$ cat src/rtl/lfr_pkg.sv
// Shared types and constants of the link frame receiver.
// No dependencies; every module of the block imports this package.
package lfr_pkg;

  // Line codes
  localparam logic [7:0] FLAG_BYTE    = 8'h7E;
  localparam logic [7:0] ESC_BYTE     = 8'h7D;
  localparam logic [7:0] ESC_FLAG     = 8'h5E;
  localparam logic [7:0] ESC_ESC      = 8'h5D;
  localparam logic [7:0] ESC_NUL      = 8'h20;
  localparam logic [7:0] NUL_BYTE     = 8'h00;
  localparam logic [7:0] CTL_SEQ1     = 8'h40;
  localparam logic [7:0] CTL_SEQ0     = 8'h00;

  // Supervisory reply bytes
  localparam logic [7:0] RR_SEQ0      = 8'h85;
  localparam logic [7:0] RR_SEQ1      = 8'h05;
  localparam logic [7:0] REJ_SEQ0     = 8'h81;
  localparam logic [7:0] REJ_SEQ1     = 8'h01;

  // Frame status codes
  localparam logic [2:0] STAT_OK      = 3'd0;
  localparam logic [2:0] STAT_DUP     = 3'd1;
  localparam logic [2:0] STAT_DISC    = 3'd2;
  localparam logic [2:0] STAT_BAD     = 3'd3;
  localparam logic [2:0] STAT_HCS     = 3'd4;
  localparam logic [2:0] STAT_DCS     = 3'd5;

  // Result kinds
  localparam logic       KIND_PAYLOAD = 1'b0;
  localparam logic       KIND_REPORT  = 1'b1;

  // Configuration register indexes
  localparam logic [1:0] REG_EXP_SEQ  = 2'd0;
  localparam logic [1:0] REG_DISC     = 2'd1;
  localparam logic [1:0] REG_MAX      = 2'd2;

  // Result queue depth (power of two) and pointer width
  localparam int QDEPTH = 4;
  localparam int QPTR_W = 2;
  localparam int QCNT_W = 3;

  typedef struct packed {
    logic        exp_seq;
    logic [7:0]  disc_code;
    logic [15:0] max_bytes;
  } lfr_cfg_t;

  typedef struct packed {
    logic        kind;
    logic [7:0]  payload_byte;
    logic [2:0]  frame_status;
    logic [15:0] payload_length;
    logic        reply_valid;
    logic [7:0]  reply_control;
    logic        last;
  } lfr_result_t;

  // Up to two results written into the queue per accepted byte
  typedef struct packed {
    logic [1:0]  count;
    lfr_result_t res0;
    lfr_result_t res1;
  } lfr_qwrite_t;

endpackage

$ cat src/rtl/lfr_front.sv
// Front end: takes line bytes, tracks framing and destuffing, builds results.
// Depends on lfr_pkg; feeds lfr_queue.
module lfr_front import lfr_pkg::*; (
  input  logic        clk,
  input  logic        rst_n,
  input  lfr_cfg_t    cfg,
  input  logic        in_tvalid,
  output logic        in_tready,
  input  logic [7:0]  in_tdata,
  input  logic        q_ready,
  output lfr_qwrite_t q_wr
);

  typedef struct packed {
    logic        in_frame;
    logic        escape_pending;
    logic [15:0] byte_index;
    logic [7:0]  address_seen;
    logic [7:0]  control_seen;
    logic [7:0]  header_check_seen;
    logic [7:0]  held_byte;
    logic        held_valid;
    logic [7:0]  data_xor;
    logic        overflowed;
    logic [16:0] line_count;
  } lfr_fstate_t;

  typedef struct packed {
    lfr_fstate_t st;
    logic        emit;
    logic [7:0]  data;
  } lfr_push_t;

  // Fresh frame after an opening flag
  function automatic lfr_fstate_t open_frame();
    lfr_fstate_t s;
    s = '0;
    s.in_frame   = 1'b1;
    s.line_count = 17'd1;
    return s;
  endfunction

  // One destuffed byte: header capture or payload with one-byte hold
  function automatic lfr_push_t push_byte(lfr_fstate_t s, logic [7:0] b);
    lfr_push_t p;
    p.st   = s;
    p.emit = 1'b0;
    p.data = s.held_byte;
    if (s.byte_index == 16'd0) begin
      p.st.address_seen = b;
    end else if (s.byte_index == 16'd1) begin
      p.st.control_seen = b;
    end else if (s.byte_index == 16'd2) begin
      p.st.header_check_seen = b;
    end else begin
      if (s.held_valid) begin
        p.emit = 1'b1;
        p.st.data_xor = s.data_xor ^ s.held_byte;
      end
      p.st.held_byte  = b;
      p.st.held_valid = 1'b1;
    end
    if (s.byte_index != 16'hFFFF) begin
      p.st.byte_index = s.byte_index + 16'd1;
    end
    return p;
  endfunction

  function automatic lfr_result_t payload_res(logic [7:0] b);
    lfr_result_t r;
    r = '0;
    r.kind         = KIND_PAYLOAD;
    r.payload_byte = b;
    return r;
  endfunction

  // End of frame report with status priority and reply selection
  function automatic lfr_result_t report_res(lfr_fstate_t s, lfr_cfg_t c);
    lfr_result_t r;
    logic        hcs_ok;
    logic [7:0]  exp_ctl;
    logic [7:0]  other_ctl;
    r         = '0;
    r.kind    = KIND_REPORT;
    hcs_ok    = (s.header_check_seen == (s.address_seen ^ s.control_seen));
    exp_ctl   = c.exp_seq ? CTL_SEQ1 : CTL_SEQ0;
    other_ctl = c.exp_seq ? CTL_SEQ0 : CTL_SEQ1;
    if (s.overflowed || (s.byte_index < 16'd4)) begin
      r.frame_status = STAT_BAD;
    end else if ((s.control_seen == c.disc_code) && hcs_ok) begin
      r.frame_status = STAT_DISC;
    end else if ((s.control_seen != exp_ctl) && (s.control_seen == other_ctl)) begin
      r.frame_status = STAT_DUP;
    end else if (!hcs_ok) begin
      r.frame_status = STAT_HCS;
    end else if (s.held_byte != s.data_xor) begin
      r.frame_status = STAT_DCS;
    end else begin
      r.frame_status = STAT_OK;
    end
    r.reply_valid = 1'b1;
    unique case (r.frame_status)
      STAT_OK: begin
        r.payload_length = s.byte_index - 16'd4;
        r.reply_control  = c.exp_seq ? RR_SEQ1 : RR_SEQ0;
      end
      STAT_DUP: begin
        r.reply_control  = c.exp_seq ? RR_SEQ0 : RR_SEQ1;
      end
      STAT_DISC: begin
        r.reply_valid    = 1'b0;
        r.reply_control  = 8'h00;
      end
      default: begin
        r.reply_control  = c.exp_seq ? REJ_SEQ1 : REJ_SEQ0;
      end
    endcase
    return r;
  endfunction

  lfr_fstate_t state_r, state_nxt;
  lfr_result_t res_a [2];
  logic [1:0]  n_res;
  lfr_push_t   p;
  logic        accept;

  assign in_tready = q_ready;
  assign accept    = in_tvalid && in_tready;

  // Per-byte step: state update and up to two results in order
  always_comb begin
    state_nxt = state_r;
    res_a[0]  = '0;
    res_a[1]  = '0;
    n_res     = 2'd0;
    p         = '0;
    if (!state_r.in_frame) begin
      if (in_tdata == FLAG_BYTE) begin
        state_nxt = open_frame();
      end
    end else begin
      // line byte count and overflow
      if (state_nxt.line_count != 17'h1FFFF) begin
        state_nxt.line_count = state_nxt.line_count + 17'd1;
      end
      if (state_nxt.line_count > {1'b0, cfg.max_bytes}) begin
        state_nxt.overflowed = 1'b1;
      end

      if (in_tdata == FLAG_BYTE) begin
        // dangling escape before the flag counts as a literal escape byte
        if (!state_nxt.overflowed && state_nxt.escape_pending) begin
          p = push_byte(state_nxt, ESC_BYTE);
          state_nxt = p.st;
          if (p.emit) begin
            res_a[n_res[0]] = payload_res(p.data);
            n_res = n_res + 2'd1;
          end
        end
        state_nxt.escape_pending = 1'b0;
        if ((state_nxt.byte_index == 16'd0) && !state_nxt.overflowed) begin
          // idle flag
          state_nxt.line_count = 17'd1;
        end else begin
          res_a[n_res[0]] = report_res(state_nxt, cfg);
          n_res = n_res + 2'd1;
          state_nxt = open_frame();
        end
      end else if (!state_nxt.overflowed) begin
        if (state_nxt.escape_pending) begin
          state_nxt.escape_pending = 1'b0;
          case (in_tdata)
            ESC_FLAG: p = push_byte(state_nxt, FLAG_BYTE);
            ESC_ESC:  p = push_byte(state_nxt, ESC_BYTE);
            ESC_NUL:  p = push_byte(state_nxt, NUL_BYTE);
            default:  p = push_byte(state_nxt, ESC_BYTE);
          endcase
          state_nxt = p.st;
          if (p.emit) begin
            res_a[n_res[0]] = payload_res(p.data);
            n_res = n_res + 2'd1;
          end
          // unknown escape: the following byte is handled normally
          if ((in_tdata != ESC_FLAG) && (in_tdata != ESC_ESC) && (in_tdata != ESC_NUL)) begin
            if (in_tdata == ESC_BYTE) begin
              state_nxt.escape_pending = 1'b1;
            end else begin
              p = push_byte(state_nxt, in_tdata);
              state_nxt = p.st;
              if (p.emit) begin
                res_a[n_res[0]] = payload_res(p.data);
                n_res = n_res + 2'd1;
              end
            end
          end
        end else if (in_tdata == ESC_BYTE) begin
          state_nxt.escape_pending = 1'b1;
        end else begin
          p = push_byte(state_nxt, in_tdata);
          state_nxt = p.st;
          if (p.emit) begin
            res_a[n_res[0]] = payload_res(p.data);
            n_res = n_res + 2'd1;
          end
        end
      end
    end

    // mark the last result of this byte
    if (n_res == 2'd2) begin
      res_a[1].last = 1'b1;
    end else if (n_res == 2'd1) begin
      res_a[0].last = 1'b1;
    end
  end

  // Queue write request
  always_comb begin
    q_wr.count = accept ? n_res : 2'd0;
    q_wr.res0  = res_a[0];
    q_wr.res1  = res_a[1];
  end

  always_ff @(posedge clk) begin
    if (!rst_n) begin
      state_r <= '0;
    end else if (accept) begin
      state_r <= state_nxt;
    end
  end

endmodule

$ cat src/rtl/lfr_queue.sv
// Result queue between front and back: up to two writes, one read per cycle.
// Depends on lfr_pkg; written by lfr_front, drained by lfr_back.
module lfr_queue import lfr_pkg::*; (
  input  logic        clk,
  input  logic        rst_n,
  input  lfr_qwrite_t q_wr,
  output logic        q_ready,
  output logic        q_valid,
  output lfr_result_t q_data,
  input  logic        q_pop
);

  lfr_result_t       mem_r [QDEPTH];
  logic [QPTR_W-1:0] wr_ptr_r, wr_ptr_nxt;
  logic [QPTR_W-1:0] rd_ptr_r, rd_ptr_nxt;
  logic [QCNT_W-1:0] count_r, count_nxt;
  logic              rd;

  // Room for the worst case of two results per byte
  assign q_ready = (count_r <= QCNT_W'(QDEPTH - 2));
  assign q_valid = (count_r != '0);
  assign q_data  = mem_r[rd_ptr_r];
  assign rd      = q_valid && q_pop;

  always_comb begin
    wr_ptr_nxt = wr_ptr_r + QPTR_W'(q_wr.count);
    rd_ptr_nxt = rd_ptr_r + QPTR_W'(rd);
    count_nxt  = count_r + QCNT_W'(q_wr.count) - QCNT_W'(rd);
  end

  // Storage
  always_ff @(posedge clk) begin
    if (q_wr.count != 2'd0) begin
      mem_r[wr_ptr_r] <= q_wr.res0;
    end
    if (q_wr.count == 2'd2) begin
      mem_r[wr_ptr_r + QPTR_W'(1)] <= q_wr.res1;
    end
  end

  always_ff @(posedge clk) begin
    if (!rst_n) begin
      wr_ptr_r <= '0;
      rd_ptr_r <= '0;
      count_r  <= '0;
    end else begin
      wr_ptr_r <= wr_ptr_nxt;
      rd_ptr_r <= rd_ptr_nxt;
      count_r  <= count_nxt;
    end
  end

`ifndef ASSERT_OFF
  a_no_overfill: assert property (@(posedge clk) disable iff (!rst_n)
    q_wr.count != 2'd0 |-> count_r <= QCNT_W'(QDEPTH - 2))
    else $error("queue written without room");
  a_count_bound: assert property (@(posedge clk) disable iff (!rst_n)
    count_r <= QCNT_W'(QDEPTH))
    else $error("queue count beyond depth");
  a_count_track: assert property (@(posedge clk) disable iff (!rst_n)
    (q_wr.count == 2'd0 && !rd) |=> $stable(count_r))
    else $error("queue count moved without traffic");
  a_wr_count: assert property (@(posedge clk) disable iff (!rst_n)
    q_wr.count != 2'd3)
    else $error("more than two results from one byte");
`endif

endmodule

$ cat src/rtl/lfr_back.sv
// Back end: output register stage that drains the queue onto the result stream.
// Depends on lfr_pkg; reads lfr_queue.
module lfr_back import lfr_pkg::*; (
  input  logic        clk,
  input  logic        rst_n,
  input  logic        q_valid,
  input  lfr_result_t q_data,
  output logic        q_pop,
  output logic        out_tvalid,
  input  logic        out_tready,
  output logic [39:0] out_tdata,
  output logic        out_tuser,
  output logic        out_tlast
);

  logic        out_valid_r, out_valid_nxt;
  lfr_result_t out_data_r;

  // Load whenever the register is empty or being taken
  assign q_pop         = q_valid && (!out_valid_r || out_tready);
  assign out_valid_nxt = q_pop || (out_valid_r && !out_tready);

  always_ff @(posedge clk) begin
    if (!rst_n) begin
      out_valid_r <= 1'b0;
    end else begin
      out_valid_r <= out_valid_nxt;
    end
  end

  always_ff @(posedge clk) begin
    if (q_pop) begin
      out_data_r <= q_data;
    end
  end

  // Pack fields, highest first
  assign out_tvalid = out_valid_r;
  assign out_tdata  = {4'b0000, out_data_r.reply_control, out_data_r.reply_valid,
                       out_data_r.payload_length, out_data_r.frame_status,
                       out_data_r.payload_byte};
  assign out_tuser  = out_data_r.kind;
  assign out_tlast  = out_data_r.last;

endmodule

$ cat src/rtl/link_frame_receiver_top.sv
// Link frame receiver, top level: configuration registers and the three stages.
// Depends on lfr_pkg, lfr_front, lfr_queue and lfr_back.
//
// Usage:
//   in_*  : raw line bytes, one per request (in_tdata[7:0]).
//   out_* : results. out_tuser is the kind (0 payload byte, 1 end of frame
//           report); out_tlast marks the last result caused by one line byte.
//   cfg_* : register writes, always ready; index 0 expected sequence bit,
//           1 disconnect control code, 2 largest frame length in line bytes.
//           Write only while no results are outstanding.
// Timing:
//   An accepted byte's results go into the result queue, then through the
//   output register onto out_*. One byte per cycle is sustained while each
//   byte makes at most one result and out_tready is high; a byte may make
//   two, which the output drains at one per cycle. in_tready follows the
//   four-entry result queue: it drops when fewer than two entries are free.
// Reset: synchronous, active low rst_n. The receiver waits for a flag, the
//   queue empties and registers take their reset values (sequence 0,
//   disconnect code 11, frame limit 1024).
// Stall: when out_tready is low the output holds, the queue fills and
//   in_tready drops; no result is lost.
module link_frame_receiver_top import lfr_pkg::*; (
  input  logic        clk,
  input  logic        rst_n,
  input  logic        in_tvalid,
  output logic        in_tready,
  input  logic [7:0]  in_tdata,    // line_byte[7:0]
  output logic        out_tvalid,
  input  logic        out_tready,
  output logic [39:0] out_tdata,   // payload_byte[7:0], frame_status[10:8],
                                   // payload_length[26:11], reply_valid[27],
                                   // reply_control[35:28], zero fill[39:36]
  output logic        out_tuser,   // kind[0]
  output logic        out_tlast,
  input  logic        cfg_valid,
  output logic        cfg_ready,
  input  logic [1:0]  cfg_index,
  input  logic [15:0] cfg_data
);

  lfr_cfg_t    cfg_r;
  lfr_qwrite_t q_wr;
  logic        q_ready;
  logic        q_valid;
  lfr_result_t q_data;
  logic        q_pop;

  assign cfg_ready = 1'b1;

  // Configuration registers
  always_ff @(posedge clk) begin
    if (!rst_n) begin
      cfg_r.exp_seq   <= 1'b0;
      cfg_r.disc_code <= 8'd11;
      cfg_r.max_bytes <= 16'd1024;
    end else if (cfg_valid && cfg_ready) begin
      unique case (cfg_index)
        REG_EXP_SEQ: cfg_r.exp_seq   <= cfg_data[0];
        REG_DISC:    cfg_r.disc_code <= cfg_data[7:0];
        REG_MAX:     cfg_r.max_bytes <= cfg_data;
        default: begin
        end
      endcase
    end
  end

  lfr_front u_front (
    .clk       (clk),
    .rst_n     (rst_n),
    .cfg       (cfg_r),
    .in_tvalid (in_tvalid),
    .in_tready (in_tready),
    .in_tdata  (in_tdata),
    .q_ready   (q_ready),
    .q_wr      (q_wr)
  );

  lfr_queue u_queue (
    .clk     (clk),
    .rst_n   (rst_n),
    .q_wr    (q_wr),
    .q_ready (q_ready),
    .q_valid (q_valid),
    .q_data  (q_data),
    .q_pop   (q_pop)
  );

  lfr_back u_back (
    .clk        (clk),
    .rst_n      (rst_n),
    .q_valid    (q_valid),
    .q_data     (q_data),
    .q_pop      (q_pop),
    .out_tvalid (out_tvalid),
    .out_tready (out_tready),
    .out_tdata  (out_tdata),
    .out_tuser  (out_tuser),
    .out_tlast  (out_tlast)
  );

endmodule
$ cat config.mk
export PLATFORM = sky130hd
export DESIGN_NAME = link_frame_receiver_top
export DESIGN_NICKNAME = d
export VERILOG_FILES = /design/src/rtl/lfr_pkg.sv /design/src/rtl/lfr_front.sv /design/src/rtl/lfr_queue.sv /design/src/rtl/lfr_back.sv /design/src/rtl/link_frame_receiver_top.sv
export SDC_FILE = /design/constraint.sdc
export NUM_CORES = 1
export LEC_CHECK = 0
export CORE_MARGIN = 2
export CORE_UTILIZATION = 42
export DETAILED_ROUTE_END_ITERATION = 16
export DONT_BUFFER_PORTS = 1
export MAX_ROUTING_LAYER = met4
export SYNTH_ARGS = -nofsm -noshare
export SYNTH_HDL_FRONTEND = slang
export SYNTH_SLANG_ARGS = --single-unit
$ cat constraint.sdc
create_clock -name clk -period 13.4 [get_ports clk]
set_input_delay 2.01 -clock clk [delete_from_list [all_inputs] [get_ports clk]]
set_output_delay 2.01 -clock clk [all_outputs]
set_load 0.01 [all_outputs]
* After elaboration in Yosys (flattened, before gate mapping) *
Memories as Yosys holds them, arrays and structs flattened. A register that Yosys moved wholly into a read port is not among the register bits.
Cells that the tools add are included.

storage, ports and cells
  register bits after elaboration = 110
  latch bits = 0
  bits in writable memories = 152
  ROM bits = 0
  bits of input ports = 31
  output and inout bits = 45
  word-level logic and storage cells = 272
  memories = 1

operators by class
  $add $sub $neg = 11
  multiply operators = 0
  divide/modulo/power cells = 0
  $lt $le $gt $ge = 7
  equality and inequality tests = 32
  shift operators = 0
  mux-type cells = 157
  bitwise gates (word level) = 5
  reductions and logical operators = 41

memory list
  name           depth  bits a word  read ports  clocked after memory_dff  write ports  RTL line         text
  u_queue.mem_r  4      38           1           1                         2            lfr_queue.sv:13  lfr_result_t mem_r [QDEPTH];

operator list
  cell                                                               number
  76-bit two-way mux                                                 8
  77-bit two-way mux                                                 7
  38-bit two-way mux                                                 12
  86-bit two-way mux                                                 4
  75-bit two-way mux                                                 3
  8-bit two-way mux                                                  23
  33-bit two-way mux                                                 5
  76-bit bitwise mux                                                 2
  68-bit one-hot mux with 2 select lines                             1
  25-bit two-way mux                                                 5
  17-bit two-way mux                                                 7
  37-bit two-way mux                                                 3
  16-bit two-way mux                                                 6
  38-bit demux with 1-bit select                                     2
  60-bit two-way mux                                                 1
  16-bit logical NOT                                                 3
  1-bit two-way mux                                                  41
  16-bit by 1-bit adder with 16-bit output (second input constant)   2
  16-bit by 1-bit == test with 1-bit output (second input constant)  2
  16-bit by 2-bit == test with 1-bit output (second input constant)  2
  2-bit two-way mux                                                  16
  16-bit inequality test (second input constant)                     2
  8-bit by 7-bit == test with 1-bit output (second input constant)   3
  8-bit == test                                                      3
  other kinds (43)                                                   90

* Longest topological paths before layout *
Gate-level depths: netlist of run 1.

  depth in word-level cells = 31
  mapped depth = 37
  mapped depth without buffers = 31

* Hierarchy *
A second synthesis of run 1 with hierarchy kept.

second synthesis, totals
  cell total of the unflattened synthesis = 1927
  area total of the unflattened synthesis = 19462.4 µm²

modules (own cells, without submodules)
  module                   instances  cells an instance  area an instance (µm²)
  lfr_front                1          1360               9339.0
  lfr_queue                1          412                7872.6
  lfr_back                 1          47                 1222.4
  link_frame_receiver_top  1          108                1028.5

* Worst setup path before layout of run 1 *
OpenSTA, ideal clock, no wires.

  kind = register -> register
  start = register u_front.state_r[0] (netlist bit)
  end = memory u_queue.mem_r[0][0] (netlist bit) (enable)
  setup time = 0.473 ns
  arrival time = 8.463 ns
  slack = 4.464 ns
  cell stages (with the launch flop) = 32
  cell sequence = dfxtp_1 ha_1 nand4_1 nor4_1 nand2_1 and4_1 clkbuf_1 and3_1 nand3_1 nor2_1 xor2_1 ha_1 nor2_1 nor3_1 or4_4 o31ai_4 buf_6 buf_2 nand4_1 xor2_1 ha_1 and3_1 nand4_1 nor3_2 buf_2 inv_1 ha_1 and2_1 o21ai_2 nor2_1 nor2_1 o31ai_1

RTL lines
  element                   RTL line          text
  start: declaration        lfr_front.sv:121  lfr_fstate_t state_r, state_nxt;
  start signal: assignment  lfr_front.sv:228  state_r <= state_nxt;
  end: declaration          lfr_queue.sv:13

==> results of run 1 <==
==> metal layers <==
| layer | routed length (µm) | track usage [%] |
|---|---|---|
| met3 | 3220 | 3.64 |
| met5 | 0 | - |
| met1 | 21200 | 31.9 |
| met4 | 1050 | 7.25 |
| met2 | 21800 | 36.3 |
==> worst reg2reg max path: cells and delay by family, from the launching register on <==
family / cells / cell delay, ns
buf+inv: 3 / 0.69
compound gates: 2 / 0.54
flops: 1 / 0.41
fa+ha+maj: 4 / 0.96
xor+xnor: 3 / 0.69
simple gates: 19 / 4.71
==> worst min path at each step <==
stage                     end  cells past startpoint       from  slack [ns]
floorplan           cfg_r[11]                      2  cfg_r[11]        0.44
global placement     cfg_r[4]                      2   cfg_r[4]        0.45
detailed placement   cfg_r[9]                      2   cfg_r[9]        0.45
CTS                  cfg_r[9]                      2   cfg_r[9]        0.46
global route         cfg_r[6]                      2   cfg_r[6]        0.48
finish               cfg_r[1]                      2   cfg_r[1]        0.46
==> metrics by stage <==
step,instance area (µm²),util [%],power (mW),std cells
6_report,18100,45.7,2.05,2333
5_1_grt,18100,45.7,2.12,2332
4_1_cts,18100,45.7,2.07,2332
3_5_place_dp,17000,43.0,1.18,2272
3_3_place_gp,17000,43.0,1.17,2272
2_1_floorplan,16800,-,1.13,1861
==> flip-flops by register name (all words and copies together) (netlist names) <==
name               flops
u_back.out_tlast       1
u_queue.wr_ptr_r       2
u_front.state_r       77
u_queue.count_r        3
cfg_r                 25
u_queue.mem_r        132
u_back.out_tuser       1
u_queue.rd_ptr_r       2
u_back.out_tdata      31
u_back.out_tvalid      1
==> final cells by class <==
type	count	area, µm²
inverter	57	214
clock buffer	40	883
antenna	1	2.50
tap	525	657
clock inverter	20	205
timing repair buffer	23	173
multi-input combinational	1392	8790
fill	3772	21500
sequential	275	7160
==> cell families (layout without fill, tap and decap cells) <==
| group | after synthesis | in the layout | share of synthesized area [%] |
|---|---|---|---|
| muxes | 58 | 58 | 5.99 |
| buffers and inverters | 194 | 140 | 5.24 |
| and+or+nand+nor | 767 | 767 | 22.5 |
| other | 2 | 11 | 0.0449 |
| adders and majority gates | 32 | 32 | 2.44 |
| AOI/OAI and AO/OA | 452 | 452 | 17.2 |
| xor gates and xnor gates | 73 | 73 | 3.82 |
| DFF | 275 | 275 | 42.8 |
==> cell usage in the layout, fill, tap and decap left out, types with 9 or more instances in the layout <==
cell       synthesis  final
o211ai_1          20     20
nor3b_1           15     15
nor3_1            54     53
nor2_1           207    205
conb_1             2     10
a211oi_1          17     17
nor4_1            19     19
nand2_2           11     11
dfxtp_1          110    109
o22ai_1           10     10
xor2_1            27     27
o21ai_0          106    106
a22oi_1           15     15
and3_1            27     27
mux4_2            33     33
inv_1             55     54
edfxtp_1         165    165
clkbuf_16          0     34
a21oi_1          149    148
o21a_1            12     12
nand4_1           29     29
a31oi_1           21     21
nand2_1          235    235
nand3_1           63     63
nor2b_1           12     12
and2_1            19     19
ha_1              31     31
xnor2_1           46     46
o31ai_1           13     11
a32oi_1            9      9
mux2i_1           18     18
and4_1             9      9
buf_4             14     23
==> power breakdown <==
part | leakage (nW) | switching (mW) | internal [mW] | total [mW]
combinational | 3.23 | 0.112 | 0.0628 | 0.175
sequential | 2.76 | 0.0347 | 0.946 | 0.980
clock | 0.527 | 0.376 | 0.518 | 0.894
total | 6.52 | 0.523 | 1.53 | 2.05
==> impl_metrics.json, run 1 <==
{
  "cts_inserted_buffers": 34,
  "synth_sequential_area_ratio_pct": 42.8,
  "cts_tree": "built",
  "fin_tns_setup_ns": 0,
  "critPathLaunch": "u_front.state_r[0]",
  "vias_in_the_first_global_route": 13200,
  "synthesis.area_per_instance_um2": 9.03,
  "yosys_warnings": 0,
  "gpl.final_weighted_congestion": 0.941,
  "grt_antenna_before_repair": 0,
  "worst_slew_margin_rel_pct": 23.2,
  "report.final.setup_viol": 0,
  "path_common_cell": "ha_1",
  "yosys-top-cells-area": "edfxtp_1 30%, dfxtp_1 13%, nand2_1 5.3%, nor2_1 4.6%, a21oi_1 4.5%",
  "tightestPinTransition_ns": 1.15,
  "setup_repair_after_global_routing_missed_its_margin": "false",
  "die_h_um": 204,
  "crit-reg2reg-capture": "u_queue.mem_r[0][22]",
  "fin_crit_sh_pct": 61.6,
  "layout_setup_ws_ns": 5.15,
  "async_reset_ff_share_pct": 0,
  "worstSkewPairLatency_ns": 0.55,
  "initial_core_util_pct": 42.3,
  "clock_skew_ns": 0.0280,
  "dr_total_vias": 14000,
  "synth.top_cells.by_count": "235 x nand2_1, 207 x nor2_1, 165 x edfxtp_1",
  "clk_path_buf_depth": 3,
  "viasPerCell": 6.00,
  "synth_top_area_share_pct": 29.6,
  "min-delay-path-class": "flop to flop",
  "portBuffers": 0,
  "criticalPathCategory": "flop to flop",
  "coreArea_um2": 39500,
  "average_wire_length_per_cell_after_detail_routing_um": 20.3,
  "clkTransAtPathRegs_ns": 0.06,
  "synth_flop_cell": "edfxtp_1",
  "pre_cts_slack_ns": 5.28,
  "fin_crit_ns": 8.25,
  "power_per_cell_area_nw_per_um2": 113,
  "synth_cell_types": 103,
  "crit_required_ns": 13.69,
  "dr.first_iter.drc_count": 1457,
  "final-max-slew-violation-count": 0,
  "cts_hold_repair.buffers": 0,
  "synth-seq-cells": 275,
  "run_status": "finished, final reports clean",
  "crit_buf_inv": 3,
  "drc": 0,
  "route.final.wire_length_mm": 47.3,
  "boundaryPins": 76,
  "post_cts.repair.setup_buffers": 0,
  "syn_area_um2": 16700,
  "grt_first_pass_wirelength_mm": 75.3,
  "timing.reg2reg.worst_path_depth": 31,
  "leading_area_contributor_after_synthesis": "edfxtp_1",
  "cts_root_buf": "clkbuf_16",
  "maxCapViolCount": 0,
  "grt_use_total_pct": 23.5,
  "timing.critical_path.fanout_max": 34,
  "final_layout_size_suffix_gt1_share_pct": 10.1,
  "setup.worst_path.end_class": "flop",
  "regToRegStartpoint": "u_front.state_r[0]",
  "finalHoldWorstSlack_ns": 0.456,
  "clock_sinks": 275,
  "critical_path.startpoint_type": "flop",
  "critical_path_arrival_ns": 8.54,
  "nNetsFinal": 1846,
  "cell_depth_of_the_worst_setup_path": 31,
  "synth_cells": 1853,
  "synth_edf_count": 165,
  "cp_slowest_stage_delay_ns": 0.62,
  "detail_route.first_pass.iterations": 6,
  "r2r_setup_slk_ns": 5.15,
  "maxClockFrequency_mhz": 121,
  "ctsResizeCount": 0,
  "globalRouteOverflowTotal": 0,
  "ctsHtreeMaxLevel": 2,
  "antenna_violating_nets_post_route": 0,
  "p_leak_nw": 6.52,
  "syn_to_final_growth_pct": 8.06,
  "core.rowCount": 73,
  "cp_top_family": "simple AND/OR/NAND/NOR gates",
  "most_repeated_cell_in_the_gate_level_netlist_after_synthesis": "nand2_1",
  "detailed_place_hpwl_mm": 33.3,
  "cp-endpoint": "u_queue.mem_r[0][22]",
  "critical-path-slowest-cell": "nor4_1",
  "die_x_um": 204,
  "hold_viol": 0,
  "die_area_um2": 41500,
  "max-vdd-ir-drop_uv": 94.7,
  "grt_start_max_net_pins": 63
}
Power figures use the tool's default switching activity.
==> run 2, diff against run 1 <==
Settings changed: ABC_AREA set to 1.
Clock period 13.4 ns to 8.05 ns, I/O delays scaled along.
==> impl_metrics.json, run 2 <==
{
  "criticalPathCategory": "flop to flop",
  "p_leak_nw": 7.88,
  "setup_repair_after_global_routing_missed_its_margin": "false",
  "report.final.setup_viol": 0,
  "final_layout_size_suffix_gt1_share_pct": 7.37,
  "crit_required_ns": 8.21,
  "core.rowCount": 75,
  "vias_in_the_first_global_route": 15800,
  "synth_edf_count": 165,
  "synth.top_cells.by_count": "620 x nand2_1, 233 x nor2_1, 220 x inv_1",
  "most_repeated_cell_in_the_gate_level_netlist_after_synthesis": "nand2_1",
  "cts_hold_repair.buffers": 0,
  "run_status": "finished, final reports clean",
  "die_x_um": 210,
  "post_cts.repair.setup_buffers": 0,
  "maxClockFrequency_mhz": 139,
  "syn_to_final_growth_pct": 7.58,
  "syn_area_um2": 17800,
  "grt_use_total_pct": 25.4,
  "detail_route.first_pass.iterations": 6,
  "dr.first_iter.drc_count": 1582,
  "worstSkewPairLatency_ns": 0.55,
  "synthesis.area_per_instance_um2": 7.24,
  "detailed_place_hpwl_mm": 36.7,
  "route.final.wire_length_mm": 54.4,
  "synth_cells": 2453,
  "gpl.final_weighted_congestion": 0.953,
  "clock_sinks": 275,
  "cp_slowest_stage_delay_ns": 0.58,
  "async_reset_ff_share_pct": 0,
  "crit_buf_inv": 8,
  "placed_cells_incl_taps": 2895,
  "setup.worst_path.end_class": "flop",
  "num_antenna_cells": 0,
  "synth_cell_types": 54,
  "grt_start_max_net_pins": 129,
  "cts_inserted_buffers": 35,
  "synth_flop_cell": "edfxtp_1",
  "critical_path_arrival_ns": 7.36,
  "final-max-slew-violation-count": 0,
  "layoutNonFillerInstCount": 2955,
  "cts_root_buf": "clkbuf_16",
  "clkTransAtPathRegs_ns": 0.05,
  "fin_crit_sh_pct": 89.5,
  "drc": 0,
  "portBuffers": 0,
  "ctsHtreeMaxLevel": 2,
  "coreArea_um2": 41900,
  "hold_viol": 0,
  "largest_reg_flops": 132,
  "grt_first_pass_wirelength_mm": 86.5,
  "fill_cells": 4185,
  "critical_path.startpoint_type": "flop",
  "fin_crit_ns": 7.20,
  "layout_common_cells": "620 x nand2_1, 229 x nor2_1, 220 x inv_1, 184 x o21ai_0, 165 x edfxtp_1",
  "min-delay-path-class": "flop to flop",
  "maxCapViolCount": 0,
  "clk_path_buf_depth": 3,
  "cts_tree": "built",
  "registers.top_by_ff_count": "u_queue.mem_r",
  "max-vdd-ir-drop_uv": 141,
  "grt_antenna_before_repair": 0,
  "power_mw": 3.71,
  "initial_core_util_pct": 42.4,
  "regToRegStartpoint": "u_front.state_r[0]",
  "critPathLaunch": "u_front.state_r[0]",
  "die_h_um": 210,
  "antenna_violating_nets_post_route": 0,
  "viasPerCell": 5.65,
  "clock_skew_ns": 0.0132,
  "worstHoldStart": "cfg_r[5]",
  "globalRouteOverflowTotal": 0,
  "synth_top_area_share_pct": 27.9,
  "yosys_warnings": 0,
  "leading_area_contributor_after_synthesis": "edfxtp_1",
  "timing.critical_path.fanout_max": 33,
  "synth_sequential_area_ratio_pct": 40.3,
  "most_frequent_standard_cell_in_the_layout_excluding_fill_and_tap_cells": "nand2_1",
  "power_per_cell_area_nw_per_um2": 194,
  "ctsResizeCount": 0,
  "boundaryPins": 76,
  "nNetsFinal": 2456,
  "yosys-top-cells-area": "edfxtp_1 28%, nand2_1 13%, dfxtp_1 12%, nand4_1 5.7%, o21ai_0 5.3%",
  "dr_total_vias": 16700,
  "synth-seq-cells": 275,
  "cp_top_family": "simple AND/OR/NAND/NOR gates",
  "die_area_um2": 43900,
  "fin_tns_setup_ns": 0,
  "tightestPinTransition_ns": 1.20,
  "worst_slew_margin_rel_pct": 19.8,
  "average_wire_length_per_cell_after_detail_routing_um": 18.4,
  "critical-path-slowest-cell": "o21ai_4"
}
-- run 2: changes by cell type after synthesis, sizes merged, moves of 20 or more --
cell and change:
nand2 +385, inv +207, nand4 +137, o21ai +119, nand3 +77, nor2 +38, mux4 -33, xnor2 -29
and3 -27, nor3 -24, o22ai +24, a31oi -20, and2 -20
-- run 2: logic make-up after synthesis --
logic type | share of synthesized area (%)
and+or+nand+nor | 31.4
AOI/OAI and AO/OA | 13.4
buffers and inverters | 9.63
DFF | 40.3
xor gates and xnor gates | 2.81
adders and majority gates | 2.30
other | 0.0423
muxes | 0.0564
-- run 2: where the power goes --
group	leakage (nW)	total (mW)	switching, mW	internal (mW)
sequential	2.53	1.73	0.0833	1.64
clock	0.515	1.48	0.617	0.866
combinational	4.84	0.497	0.350	0.147
total	7.88	3.71	1.05	2.66
-- run 2: area by class of cell --
type,count,area [µm²],area share [%]
well taps,539,674,3.53
inverters,268,1010,5.27
clock buffers,49,960,5.03
flip-flops and latches,275,7160,37.5
multi-input cells,1784,8990,47.1
repair buffers,29,218,1.14
clock inverters,11,93.8,0.491
-- run 2: worst register-to-register path: cells and delay by family, from the launching register on --
kind	cells	cell delay (ns)
and+or+nand+nor	18	2.94
xor gates and xnor gates	1	0.19
DFF	1	0.37
AOI/OAI and AO/OA	3	0.92
adders and majority gates	3	0.75
buffers and inverters	8	1.60
-- run 2: path summary, 6_finish.rpt --
kind,to,depth (start not counted),slack [ns]
worst max-delay path,u_queue.mem_r[2][22],33,0.85
worst min register to register,cfg_r[5],2,0.46
worst max register to register,u_queue.mem_r[2][22],33,0.85
worst min-delay path,cfg_r[5],2,0.46
-- run 2: metrics by stage --
stage | hold WS [ns] | area, µm² | setup WS (ns) | utilization, %
floorplan | 0.435 | 17800 | 0.177 | -
global placement | 0.453 | 18000 | 1.03 | 43.1
detailed placement | 0.451 | 18000 | 0.849 | 43.1
CTS | 0.462 | 19100 | 0.815 | 45.6
global route | 0.482 | 19100 | 0.0482 | 45.6
finish | 0.459 | 19100 | 0.848 | 45.6
-- run 2: metal layers --
layer	vias up	wire length (µm)	global-route usage (%)
met5	-	0	-
met4	0	1640	9.54
met3	121	3770	4.07
met2	635	25800	41.7
met1	7795	23100	31.7
li1	8152	-	-
